`src/rtl/core/mrpt_pkg.sv`:
```
`timescale 1ns / 1ps
// ============================================================================
// mrpt_pkg - shared constants for the Miller-Rabin prime test
// Holds the trial-division primes, the witness bases and the default width.
// ============================================================================
package mrpt_pkg;

    localparam int NUM_WIDTH_DEF = 64;
    localparam int NUM_PRIMES    = 12;
    localparam int PRIME_BITS    = 6;
    localparam int NUM_BASES     = 7;
    localparam int BASE_BITS     = 31;

    localparam logic [PRIME_BITS-1:0] SMALL_PRIMES [NUM_PRIMES] = '{
        6'd2, 6'd3, 6'd5, 6'd7, 6'd11, 6'd13, 6'd17, 6'd19,
        6'd23, 6'd29, 6'd31, 6'd37
    };

    localparam logic [BASE_BITS-1:0] MR_BASES [NUM_BASES] = '{
        31'd2, 31'd325, 31'd9375, 31'd28178, 31'd450775, 31'd9780504,
        31'd1795265022
    };

endpackage

```
`src/rtl/core/mrpt_modmul.sv`:
```
`timescale 1ns / 1ps
// ============================================================================
// mrpt_modmul - bit-serial modular multiplier
// Double-and-add from the top bit of y; each bit has a double phase and then
// an add phase. Operands must be below m.
// ============================================================================
module mrpt_modmul #(
    parameter int W = mrpt_pkg::NUM_WIDTH_DEF
) (
    input  logic         i_clk,
    input  logic         i_rst_n,
    input  logic         i_start,
    input  logic [W-1:0] i_x,
    input  logic [W-1:0] i_y,
    input  logic [W-1:0] i_m,
    output logic         o_done,
    output logic [W-1:0] o_prod
);
    localparam int CW = $clog2(W + 1);

    logic [W-1:0]  r_acc, r_x, r_y, r_m;
    logic [CW-1:0] r_cnt;
    logic          r_busy, r_phase, r_done;
    logic [W-1:0]  n_addend;
    logic [W:0]    n_sum;
    logic [W-1:0]  n_mod;
    logic          n_done;

    // one modular add per cycle: double, or add x
    assign n_addend = r_phase ? r_x : r_acc;
    assign n_sum    = {1'b0, r_acc} + {1'b0, n_addend};
    assign n_mod    = (n_sum >= {1'b0, r_m}) ? W'(n_sum - {1'b0, r_m}) : n_sum[W-1:0];

    // pulse done after the add cycle of the last bit
    assign n_done   = !i_start && r_busy && r_phase && (r_cnt == CW'(1));

    always_ff @(posedge i_clk) begin
        if (!i_rst_n) begin
            r_busy  <= 1'b0;
            r_phase <= 1'b0;
            r_done  <= 1'b0;
            r_cnt   <= '0;
        end else begin
            r_done <= n_done;
            if (i_start) begin
                r_busy  <= 1'b1;
                r_phase <= 1'b0;
                r_cnt   <= CW'(W);
                r_acc   <= '0;
                r_x     <= i_x;
                r_y     <= i_y;
                r_m     <= i_m;
            end else if (r_busy) begin
                r_phase <= ~r_phase;
                if (!r_phase) begin
                    r_acc <= n_mod;
                end else begin
                    if (r_y[W-1]) begin
                        r_acc <= n_mod;
                    end
                    r_y   <= r_y << 1;
                    r_cnt <= r_cnt - 1'b1;
                    if (r_cnt == CW'(1)) begin
                        r_busy <= 1'b0;
                    end
                end
            end
        end
    end

    assign o_done = r_done;
    assign o_prod = r_acc;

    a_acc_below_m: assert property (@(posedge i_clk) disable iff (!i_rst_n)
        r_busy && !i_start |-> r_acc < r_m)
        else $error("modmul accumulator left the residue range");
    a_done_after_busy: assert property (@(posedge i_clk) disable iff (!i_rst_n)
        r_done |-> $past(r_busy))
        else $error("modmul done without work");
    a_no_done_while_busy: assert property (@(posedge i_clk) disable iff (!i_rst_n)
        r_done |-> !r_busy)
        else $error("modmul done while busy");
endmodule
```
`config.mk`:
```
export PLATFORM = sky130hd
export DESIGN_NAME = mrpt_modmul
export DESIGN_NICKNAME = d
export VERILOG_FILES = /design/src/rtl/core/mrpt_pkg.sv /design/src/rtl/core/mrpt_modmul.sv
export SDC_FILE = /design/constraint.sdc
export NUM_CORES = 1
export LEC_CHECK = 0
export ABC_AREA = 1
export BUFFER_PORTS_ARGS = -buffer_cell sky130_fd_sc_hd__buf_2
export CELL_PAD_IN_SITES_DETAIL_PLACEMENT = 2
export CELL_PAD_IN_SITES_GLOBAL_PLACEMENT = 2
export CORE_ASPECT_RATIO = 1.75
export CORE_MARGIN = 5
export CORE_UTILIZATION = 30
export CTS_CLUSTER_SIZE = 8
export DETAILED_ROUTE_END_ITERATION = 10
export GPL_ROUTABILITY_DRIVEN = 0
export PLACE_DENSITY = 0.85
export SYNTH_ARGS = -nofsm -noshare
export SYNTH_HDL_FRONTEND = slang
export SYNTH_SLANG_ARGS = --single-unit
export TNS_END_PERCENT = 100
```
`constraint.sdc`:
```
create_clock -name i_clk -period 7.4 [get_ports i_clk]
set_clock_uncertainty 0.2 [all_clocks]
set_input_delay 1.85 -clock i_clk [delete_from_list [all_inputs] [get_ports i_clk]]
set_output_delay 1.85 -clock i_clk [all_outputs]
set_load 0.03 [all_outputs]
```
Word level (Yosys, flattened, before mapping)
Cells that the tools add are included.
{"block": "totals", "reg_bits": 266, "inputBits": 195, "out_inout_bits": 65, "wordCells": 44}
{"block": "classes", "addsub": 3, "magnitude_cmp": 1, "eq_ne": 2, "mux": 15, "n_bitwise": 2, "reduce_logical": 12}
{"cell": "$mux 64", "count": 8}
{"cell": "$add 64x64->65", "count": 1}
{"cell": "$ge 65x64->1", "count": 1}
{"cell": "$sub 64x64->64", "count": 1}
{"cell": "$mux 7", "count": 3}
{"cell": "$eq 7x1->1 const B", "count": 1}
{"cell": "$sub 7x1->7 const B", "count": 1}
{"cell": "$reduce_and 2->1", "count": 3}
{"cell": "$reduce_and 3->1", "count": 2}
{"cell": "$mux 1", "count": 4}
{"cell": "$reduce_bool 2->1", "count": 2}
{"cell": "$logic_and 1x1->1", "count": 3}
{"cell": "$ne 3x3->1 const B", "count": 1}
{"cell": "$not 1->1", "count": 2}
{"cell": "$reduce_or 2->1", "count": 1}
{"cell": "$logic_not 1->1", "count": 1}

Depth between registers and ports, before layout
Gate-level depths: netlist (run 1).
{"block": "logic_depth", "ltp_word": 7, "depth_mapped": 36, "mapped_depth_nobuf": 34}

Worst setup path after synthesis (run 1)
No wires, ideal clock.
{"block": "synth_path", "path_type": "in2reg", "startpoint": "in i_rst_n", "endpoint": "reg r_acc[0], in the netlist o_prod[0], enable pin", "setup_ns": 0.574, "t_arrival_ns": 6.419, "t_required_ns": 6.626, "path_slack_ns": 0.207, "stages": 2, "n_path_buf": 0, "cell_sequence": "nand2_1 > o21ai_0"}
{"block": "synth_between", "elab_chain_cells": 1}
{"element": "from (decl)", "line": "mrpt_modmul.sv:11", "rtl": "input logic i_rst_n,"}
{"element": "$reduce_and 3->1 (no line)"}
{"element": "to (signal assigned)", "line": "mrpt_modmul.sv:56", "rtl": "r_acc <= n_mod;"}
{"element": "to (signal assigned)", "line": "mrpt_modmul.sv:59", "rtl": "r_acc <= n_mod;"}
{"element": "to (decl)", "line": "mrpt_modmul.sv:21", "rtl": "logic [W-1:0] r_acc, r_x, r_y, r_m;"}
Every way passes these cells.
A chain may end at the register's enable or synchronous reset.

Worst setup path after layout (run 1)
{"block": "layout_path", "startpoint": "reg r_phase", "endpoint": "reg r_acc[32], in the netlist o_prod[32] (data pin)"}
{"block": "layout_between", "elab_chain_cells": 7, "word_cells_on_any_way": 8, "classes_between": "2 x add/sub; 1 x order compare; 5 x mux"}
{"element": "from (decl)", "line": "mrpt_modmul.sv:23", "rtl": "logic r_busy, r_phase, r_done;"}
{"element": "from (signal assigned)", "line": "mrpt_modmul.sv:54", "rtl": "r_phase <= ~r_phase;"}
{"element": "$mux 64", "line": "mrpt_modmul.sv:30", "rtl": "assign n_addend = r_phase ? r_x : r_acc;"}
{"element": "$add 64x64->65", "line": "mrpt_modmul.sv:31", "rtl": "assign n_sum = {1'b0, r_acc} + {1'b0, n_addend};"}
{"element": "$sub 64x64->64 or $ge 65x64->1 (tied branches)", "line": "mrpt_modmul.sv:32", "rtl": "assign n_mod = (n_sum >= {1'b0, r_m}) ? W'(n_sum - {1'b0, r_m}) : n_sum[W-1:0];"}
{"element": "$mux 64", "line": "mrpt_modmul.sv:32"}
{"element": "$mux 64", "line": "mrpt_modmul.sv:58", "rtl": "if (r_y[W-1]) begin"}
{"element": "$mux 64 *", "line": "mrpt_modmul.sv:55", "rtl": "if (!r_phase) begin"}
{"element": "$mux 64 *", "line": "mrpt_modmul.sv:53", "rtl": "end else if (r_busy) begin"}
Every way passes the cells marked *; elsewhere a longest branch is shown, timed or not. The select of a mux whose other input is x is not followed.

==> out/metrics.yaml, run 1 <==
synth:
  synth_area_um2: 22400
  synth_area_leaders: "edfxtp_1 34%, nand2_1 22%, inv_1 9.5%"
  synth_nets: 3679
  synth_compound_area_share_pct: 6.16
  ys_dominant_reg_cell: "edfxtp_1"
  synth_edf_count: 256
  yosysSeqAreaShare_pct: 35.2
  synth_commonest_cells: "1339 x nand2_1, 566 x inv_1, 309 x nor2_1"
  avgSynthCellArea_um2: 6.69
  yosys.area_share.simple_pct: 37.4
  synth_cell_types: 46
  yosysTopAreaCell: "edfxtp_1"
  yosysMostFrequentCell: "nand2_1"
  synth_fa_ha_area_share_pct: 7.43
  syn_inst: 3352
  synthArstFlopShare_pct: 0
  netlist.area_leader.share_pct: 34.3
  synth_top_family_by_area: "simple AND/OR/NAND/NOR gates"
  ys_seq_elements: 266
  yosysWarnings: 0
  synthXorXnorAreaFrac_pct: 2.81
  synth_mux_area_share_pct: 0
sta:
  setup_ws_ns: 0.964
  period_share_pct: 87.0
  fin_crit_ns: 6.44
  rsz0062_at_grt: "false"
  setup_tns_ns: 0
  hold_viol_final: 0
  fmax_mhz: 155
  worst_pin_slew_ns: 0.960
  slew_headroom_pct: 36.0
  maxSlewViolCount: 0
  setup_violations: 0
global_route:
  use_met3_pct: 2.88
  grt_busiest_layer: "met2"
  grt_use_total_pct: 24.9
  use_met2_pct: 47.2
  met1_usage_pct: 25.0
  grt_pass1_vias: 25800
  grt_max_degree: 96
  grt_overflow: 0
  antenna_found_initial: 0
  grt_pass1_wl_um: 152000
floorplan:
  die_h_um: 372
  rows: 132
  ios: 260
  fp.coreArea_um2: 74200
  die_area_um2: 80600
  die_x_um: 217
  start_util_pct: 30.3
setup_path:
  startpoint_type: "flip-flop"
  crit_cells: 27
  reg2reg_slack_ns: 0.96
  critPathTopFamily: "simple AND/OR/NAND/NOR gates"
  cp.arrival_ns: 6.68
  r2r_cells: 27
  path_common_cell: "nand2_1"
  startpoint: "r_phase"
  critPathSlowestCell: "inv_4"
  critPathMaxFanout: 42
  timing.rr.start: "r_phase"
  r2r_end: "o_prod[32]"
  slowest_delay_ns: 0.51
  endpoint: "o_prod[32]"
  worstSetupPathType: "reg -> reg"
  crit_required_ns: 7.64
  end_kind: "flip-flop"
  worst-path-buf-inv: 5
cts:
  cts_made_buffers: 40
  cts_setup_buffers: 0
  cts.htree.levels: 2
  cts_root_buffer: "clkbuf_16"
  cts_sinks: 266
  cts.reportedPaths.clkPinSlew_ns: 0.06
  clk_latency_ns: 0.60
  cts_tree: "done"
  postCtsHoldBufs: 0
  cts_resized: 0
  clock_path_buffers: 3
placed_design:
  dp_hpwl_um: 86500
  io_buffers: 259
  pre_cts_slack_ns: 0.982
route:
  drtIter0Drc: 819
  vias_per_cell: 5.05
  postRouteWirelength_um: 103000
  wl_per_cell_um: 22.7
  drt_pass1_iterations: 5
  post-route-drc-count: 0
  ant_nets: 0
  vias: 23100
min_path:
  worstHoldPathType: "reg -> reg"
layout:
  drive_gt1_share_pct: 12.4
  antenna_cells: 0
  nets: 3940
  register_area_um2: 7890
  multi_input_comb_area_um2: 12100
  areaGrowthSynthToFinish_pct: 15.2
  fillCellCount: 8982
outcome:
  run_status: "complete, no violations"
job:
  maxCapViolations: 0
## how the worst min path moves through the flow
stage	depth (start not counted)	start	slack (ns)	to
2_1_floorplan	1	r_cnt[4]	0.24	r_cnt[4]
3_3_place_gp	1	r_cnt[4]	0.26	r_cnt[4]
3_5_place_dp	1	r_cnt[4]	0.28	r_cnt[4]
4_1_cts	2	r_cnt[6]	0.29	r_cnt[6]
5_1_grt	2	r_cnt[6]	0.31	r_cnt[6]
6_report	2	r_cnt[6]	0.28	r_cnt[6]
## cells in the final DEF (no fill, tap or decap), types with 9 or more instances in the layout
cell       Yosys  routed
o21ai_0       62      60
nand4_1       30      30
ha_1         130     130
clkbuf_16      0      41
xor2_1        57      57
inv_1        566     564
inv_2         10      10
buf_2         11     259
a21oi_1      141     141
nand2_2       13      13
dfxtp_1       10       9
nor3_1        19      19
nand3b_1      30      30
o21bai_1      23      23
nand2_1     1339    1339
nand3_1      150     150
buf_4          2      14
nor2_1       309     309
nor2_4        25      25
edfxtp_1     256     256
clkbuf_1      26      10
xnor2_1       15      15
nor2_2        56      56
## worst reg2reg max path, cell delays in order (launching register included)
cell and delay (ns):
dfxtp_2 0.34, buf_4 0.32, buf_4 0.49, nand2_1 0.11
nand2_1 0.09, ha_1 0.27, nand2_1 0.14, nor2_1 0.22
nand2_1 0.22, nor3_1 0.43, nand3_1 0.30, nand3_1 0.15
nand2_1 0.06, nand2_1 0.23, inv_1 0.08, ha_1 0.42
a21oi_1 0.27, nor2_1 0.10, o21ai_2 0.17, nand2_1 0.07
a21oi_1 0.17, nand3_2 0.12, nor2_4 0.15, nand2_4 0.11
inv_4 0.51, buf_4 0.38, nor2_1 0.08, nor2_1 0.12
## registers in the layout, summed over array words and instances, names as in the netlist
name / count
o_prod: 64
r_m: 64
r_x: 64
r_y: 64
r_cnt: 7
o_done: 1
r_busy: 1
r_phase: 1
## kinds of logic (layout without fill, tap and decap cells)
group | count (synthesis) | after routing
compound gates | 251 | 251
xor+xnor | 72 | 72
simple gates | 1998 | 1998
flops | 266 | 266
buf+inv | 633 | 910
fa+ha+maj | 132 | 132
## routing by layer
layer / share of wire [%] / routed length [µm] / up-vias
met5: 0 / 0 / -
met2: 52 / 53600 / 567
met3: 3.5 / 3660 / 282
met1: 36 / 37200 / 11300
met4: 8.7 / 8950 / 0
li1: - / - / 11000
## stage by stage
step | utilization, % | std cells | hold WS (ns) | area, µm²
after CTS | 34.9 | 4567 | 0.289 | 25800
after global placement | 33.4 | 4509 | 0.262 | 24700
after floorplan | - | 3352 | 0.243 | 22400
after detailed placement | 33.4 | 4509 | 0.277 | 24700
after global routing | 34.9 | 4567 | 0.305 | 25800
final | 34.9 | 4567 | 0.282 | 25800
## final cells by class
cell class              instances  area share (%)
repair buffers                274            5.50
clock inverters                 7           0.150
clock buffers                  51            4.11
multi-input cells            2453            46.7
well taps                     938            4.54
flip-flops and latches        266            30.5
inverters                     578            8.43
Power of run 1 is not shown: default switching activity piles up to over one toggle a cycle in this logic, so the estimate is an artifact.
==> run 2: changes to the inputs <==
- CAP_MARGIN: unset -> 20
- CORE_UTILIZATION: 30 -> 33
- PLACE_DENSITY: 0.85 -> 0.88
- clock period: 7.4 -> 6.55 ns (I/O delays scaled with it)
==> out/metrics.yaml, run 2 (synthesis results as in run 1) <==
outcome:
  run_status: "complete, no violations"
sta:
  setup_violations: 0
  worst_pin_slew_ns: 0.994
  period_share_pct: 96.4
  fin_crit_ns: 6.31
  rsz0062_at_grt: "false"
  maxSlewViolCount: 0
  fmax_mhz: 158
  setup_tns_ns: 0
  slew_headroom_pct: 33.8
  hold_viol_final: 0
layout:
  drive_gt1_share_pct: 12.9
  final_common_cell: "nand2_1"
  areaGrowthSynthToFinish_pct: 16.1
  final_cell_mix: "1339 x nand2_1, 564 x inv_1, 309 x nor2_1"
  nets: 3963
floorplan:
  fp.coreArea_um2: 67500
  start_util_pct: 33.3
  die_area_um2: 73500
  die_h_um: 355
  rows: 126
  die_x_um: 207
  ios: 260
global_route:
  grt_pass1_vias: 26900
  grt_use_total_pct: 28.0
  grt_pass1_wl_um: 158000
  grt_max_degree: 71
  antenna_found_initial: 2
  grt_overflow: 0
cts:
  cts_root_buffer: "clkbuf_16"
  cts_resized: 0
  cts_setup_buffers: 0
  postCtsHoldBufs: 0
  clk_latency_ns: 0.58
  clock_path_buffers: 3
  cts_sinks: 266
  cts_tree: "done"
  cts.htree.levels: 2
  cts_made_buffers: 40
  cts.reportedPaths.clkPinSlew_ns: 0.07
route:
  wl_met3_um: 3790
  wl_met2_um: 55400
  drt_pass1_iterations: 5
  wl_per_cell_um: 23.5
  vias_per_cell: 5.21
  ant_nets: 0
  drtIter0Drc: 964
  highest_layer: "met4"
  postRouteWirelength_um: 107000
  wirelength_met1_um: 37800
  vias: 23700
  post-route-drc-count: 0
setup_path:
  path_common_cell: "nand2_1"
  r2r_end: "o_prod[23]"
  r2r_cells: 32
  reg2reg_slack_ns: 0.24
  crit_required_ns: 6.69
  slowest_delay_ns: 0.42
  timing.rr.start: "r_phase"
  end_kind: "flip-flop"
  worstSetupPathType: "reg -> reg"
  critPathSlowestCell: "a21oi_1"
  critPathTopFamily: "simple AND/OR/NAND/NOR gates"
  critPathMaxFanout: 66
  worst-path-buf-inv: 6
  startpoint_type: "flip-flop"
  cp.arrival_ns: 6.46
min_path:
  min_from: "r_cnt[6]"
  hold_depth: 2
  worstHoldPathType: "reg -> reg"
  holdPathEnd: "r_cnt[6]"
placed_design:
  dp_hpwl_um: 88600
  io_buffers: 259
job:
  maxCapViolations: 0
-- run 2: cell type report --
class,count,area (µm²)
Antenna cell,1,2.50
Multi-Input combinational cell,2453,12100
Tap cell,896,1120
Fill cell,8389,41400
Inverter,578,2180
Clock inverter,2,12.5
Clock buffer,59,1100
Sequential cell,266,7890
Timing Repair Buffer,297,1660
-- run 2: worst max path at each step --
stage	from	end	slack, ns	cells after the start
after floorplan	i_start	r_m[0]	1.10	4
after global placement	r_phase	o_prod[44]	0.76	26
after detailed placement	r_phase	o_prod[0]	0.48	32
after CTS	r_phase	o_prod[23]	0.26	32
after global routing	r_phase	o_prod[23]	0.02	27
final	r_phase	o_prod[23]	0.24	32
-- run 2: worst register-to-register path: cells and delay by family, from the launching register on --
family	cells	cell delay (ns)
AND/OR/NAND/NOR	22	3.18
flip-flops	1	0.37
adder cells (fa/ha/maj)	3	0.90
buffers and inverters	6	1.03
AO/OA/AOI/OAI	1	0.42
-- run 2: layer usage --
metal	global-route usage, %	vias to the layer above
met5	0	-
met3	3.70	355
met1	27.5	11700
li1	-	11000
met4	21.3	0
met2	52.8	711
-- run 2: stage by stage --
stage | setup slack [ns] | area [µm²] | utilization (%) | cells | hold slack (ns)
CTS | 0.258 | 26000 | 38.6 | 4551 | 0.282
finish | 0.238 | 26000 | 38.6 | 4552 | 0.286
floorplan | 1.10 | 22400 | - | 3352 | 0.243
detailed placement | 0.484 | 24900 | 36.9 | 4490 | 0.270
global placement | 0.756 | 24900 | 36.9 | 4490 | 0.264
global route | 0.0232 | 26000 | 38.6 | 4552 | 0.327
Power of run 2 is left out for the same reason.
==> run 3: changes to the inputs <==
- CORE_MARGIN: 5 -> unset
- TNS_END_PERCENT: 100 -> 50
==> out/metrics.yaml, run 3 (synthesis results as in run 1) <==
floorplan:
  rows: 126
  fp.coreArea_um2: 67300
  die_h_um: 347
  die_x_um: 199
  start_util_pct: 33.3
  die_area_um2: 69100
  ios: 260
placed_design:
  place_inst: 4475
  dp_hpwl_um: 87500
  io_buffers: 259
sta:
  rsz0062_at_grt: "false"
  setup_violations: 0
  maxSlewViolCount: 0
  fin_crit_ns: 6.27
  fmax_mhz: 160
  slew_headroom_pct: 40.1
  hold_viol_final: 0
  worst_pin_slew_ns: 0.898
  period_share_pct: 95.7
global_route:
  antenna_found_initial: 1
  grt_max_degree: 77
  grt_use_total_pct: 30.8
  grt_pass1_wl_um: 157000
  grt_pass1_vias: 26600
  grt_overflow: 0
route:
  wl_per_cell_um: 23.4
  drtIter0Drc: 927
  postRouteWirelength_um: 106000
  post-route-drc-count: 0
  ant_nets: 0
  vias_per_cell: 5.21
  vias: 23600
  drt_pass1_iterations: 5
cts:
  clk_latency_ns: 0.60
  cts_sinks: 266
  clock_path_buffers: 3
  cts_root_buffer: "clkbuf_16"
  cts_made_buffers: 39
  cts_tree: "done"
  cts.htree.levels: 2
  cts.reportedPaths.clkPinSlew_ns: 0.05
layout:
  nets: 3947
  final_common_cell: "nand2_1"
  final_cell_mix: "1339 x nand2_1, 564 x inv_1, 309 x nor2_1"
  drive_gt1_share_pct: 12.6
  fillCellCount: 8296
  areaGrowthSynthToFinish_pct: 15.7
  stdcell_count: 4536
job:
  maxCapViolations: 0
setup_path:
  slowest_delay_ns: 0.48
  path_common_cell: "nand2_1"
  worstSetupPathType: "reg -> reg"
  critPathMaxFanout: 19
  cp.arrival_ns: 6.40
  critPathSlowestCell: "nor3b_2"
  startpoint_type: "flip-flop"
  end_kind: "flip-flop"
  crit_required_ns: 6.68
min_path:
  worstHoldPathType: "reg -> reg"
outcome:
  run_status: "complete, no violations"
-- run 3: cell types whose count changed in the layout (fill, tap and decap cells not counted), sizes merged --
cell / before / now
buf: 297 / 282
clkbuf: 59 / 57
clkinv: 3 / 4
clkinvlp: 1 / 0
inv: 576 / 577
-- run 3: layout make-up --
type	count	area, µm²	area share (%)
clock inverters	3	30.0	0.116
well taps	896	1120	4.32
flip-flops and latches	266	7890	30.4
repair buffers	282	1580	6.09
inverters	578	2180	8.39
diodes	1	2.50	0.00964
clock buffers	57	1060	4.10
multi-input cells	2453	12100	46.6
-- run 3: critical path, delay by kind of cell (launching register included) --
family                     cells  cell delay (ns)
adders and majority gates      3             0.89
DFF                            1             0.34
buffers and inverters          5             0.77
AOI/OAI and AO/OA              1             0.43
and+or+nand+nor               22             3.36
-- run 3: metal layers --
| metal | global-route usage [%] | vias up | wire, µm |
|---|---|---|---|
| met5 | 0 | - | 0 |
| met4 | 25.0 | 0 | 9820 |
| met3 | 4.44 | 348 | 4190 |
| met2 | 56.9 | 683 | 54800 |
| met1 | 29.7 | 11600 | 37600 |
| li1 | - | 11000 | - |
-- run 3: path summary, 6_finish.rpt --
kind	start	endpoint	slack [ns]	cells past startpoint
worst min-delay path	r_cnt[4]	r_cnt[4]	0.28	1
worst max register to register	r_phase	o_prod[57]	0.28	31
worst max-delay path	r_phase	o_prod[57]	0.28	31
worst min register to register	r_cnt[4]	r_cnt[4]	0.28	1
-- run 3: metrics by stage --
stage	setup slack, ns	hold slack (ns)	instance area, µm²	util, %	TNS [ns]
finish	0.281	0.284	26000	38.6	0
global route	0.0504	0.313	26000	38.6	0
CTS	0.193	0.284	25900	38.5	0
detailed placement	0.241	0.273	24900	36.9	0
global placement	0.532	0.263	24900	36.9	0
floorplan	-0.420	0.243	22400	-	-26.85
-- run 3: what timing repair did --
action / in CTS / in global routing
setup endpoints to repair: 0 / 64
buffers inserted: 0 / 0
resized for setup: 0 / 2
hold buffers: 0 / 0
Power of run 3 is left out for the same reason.
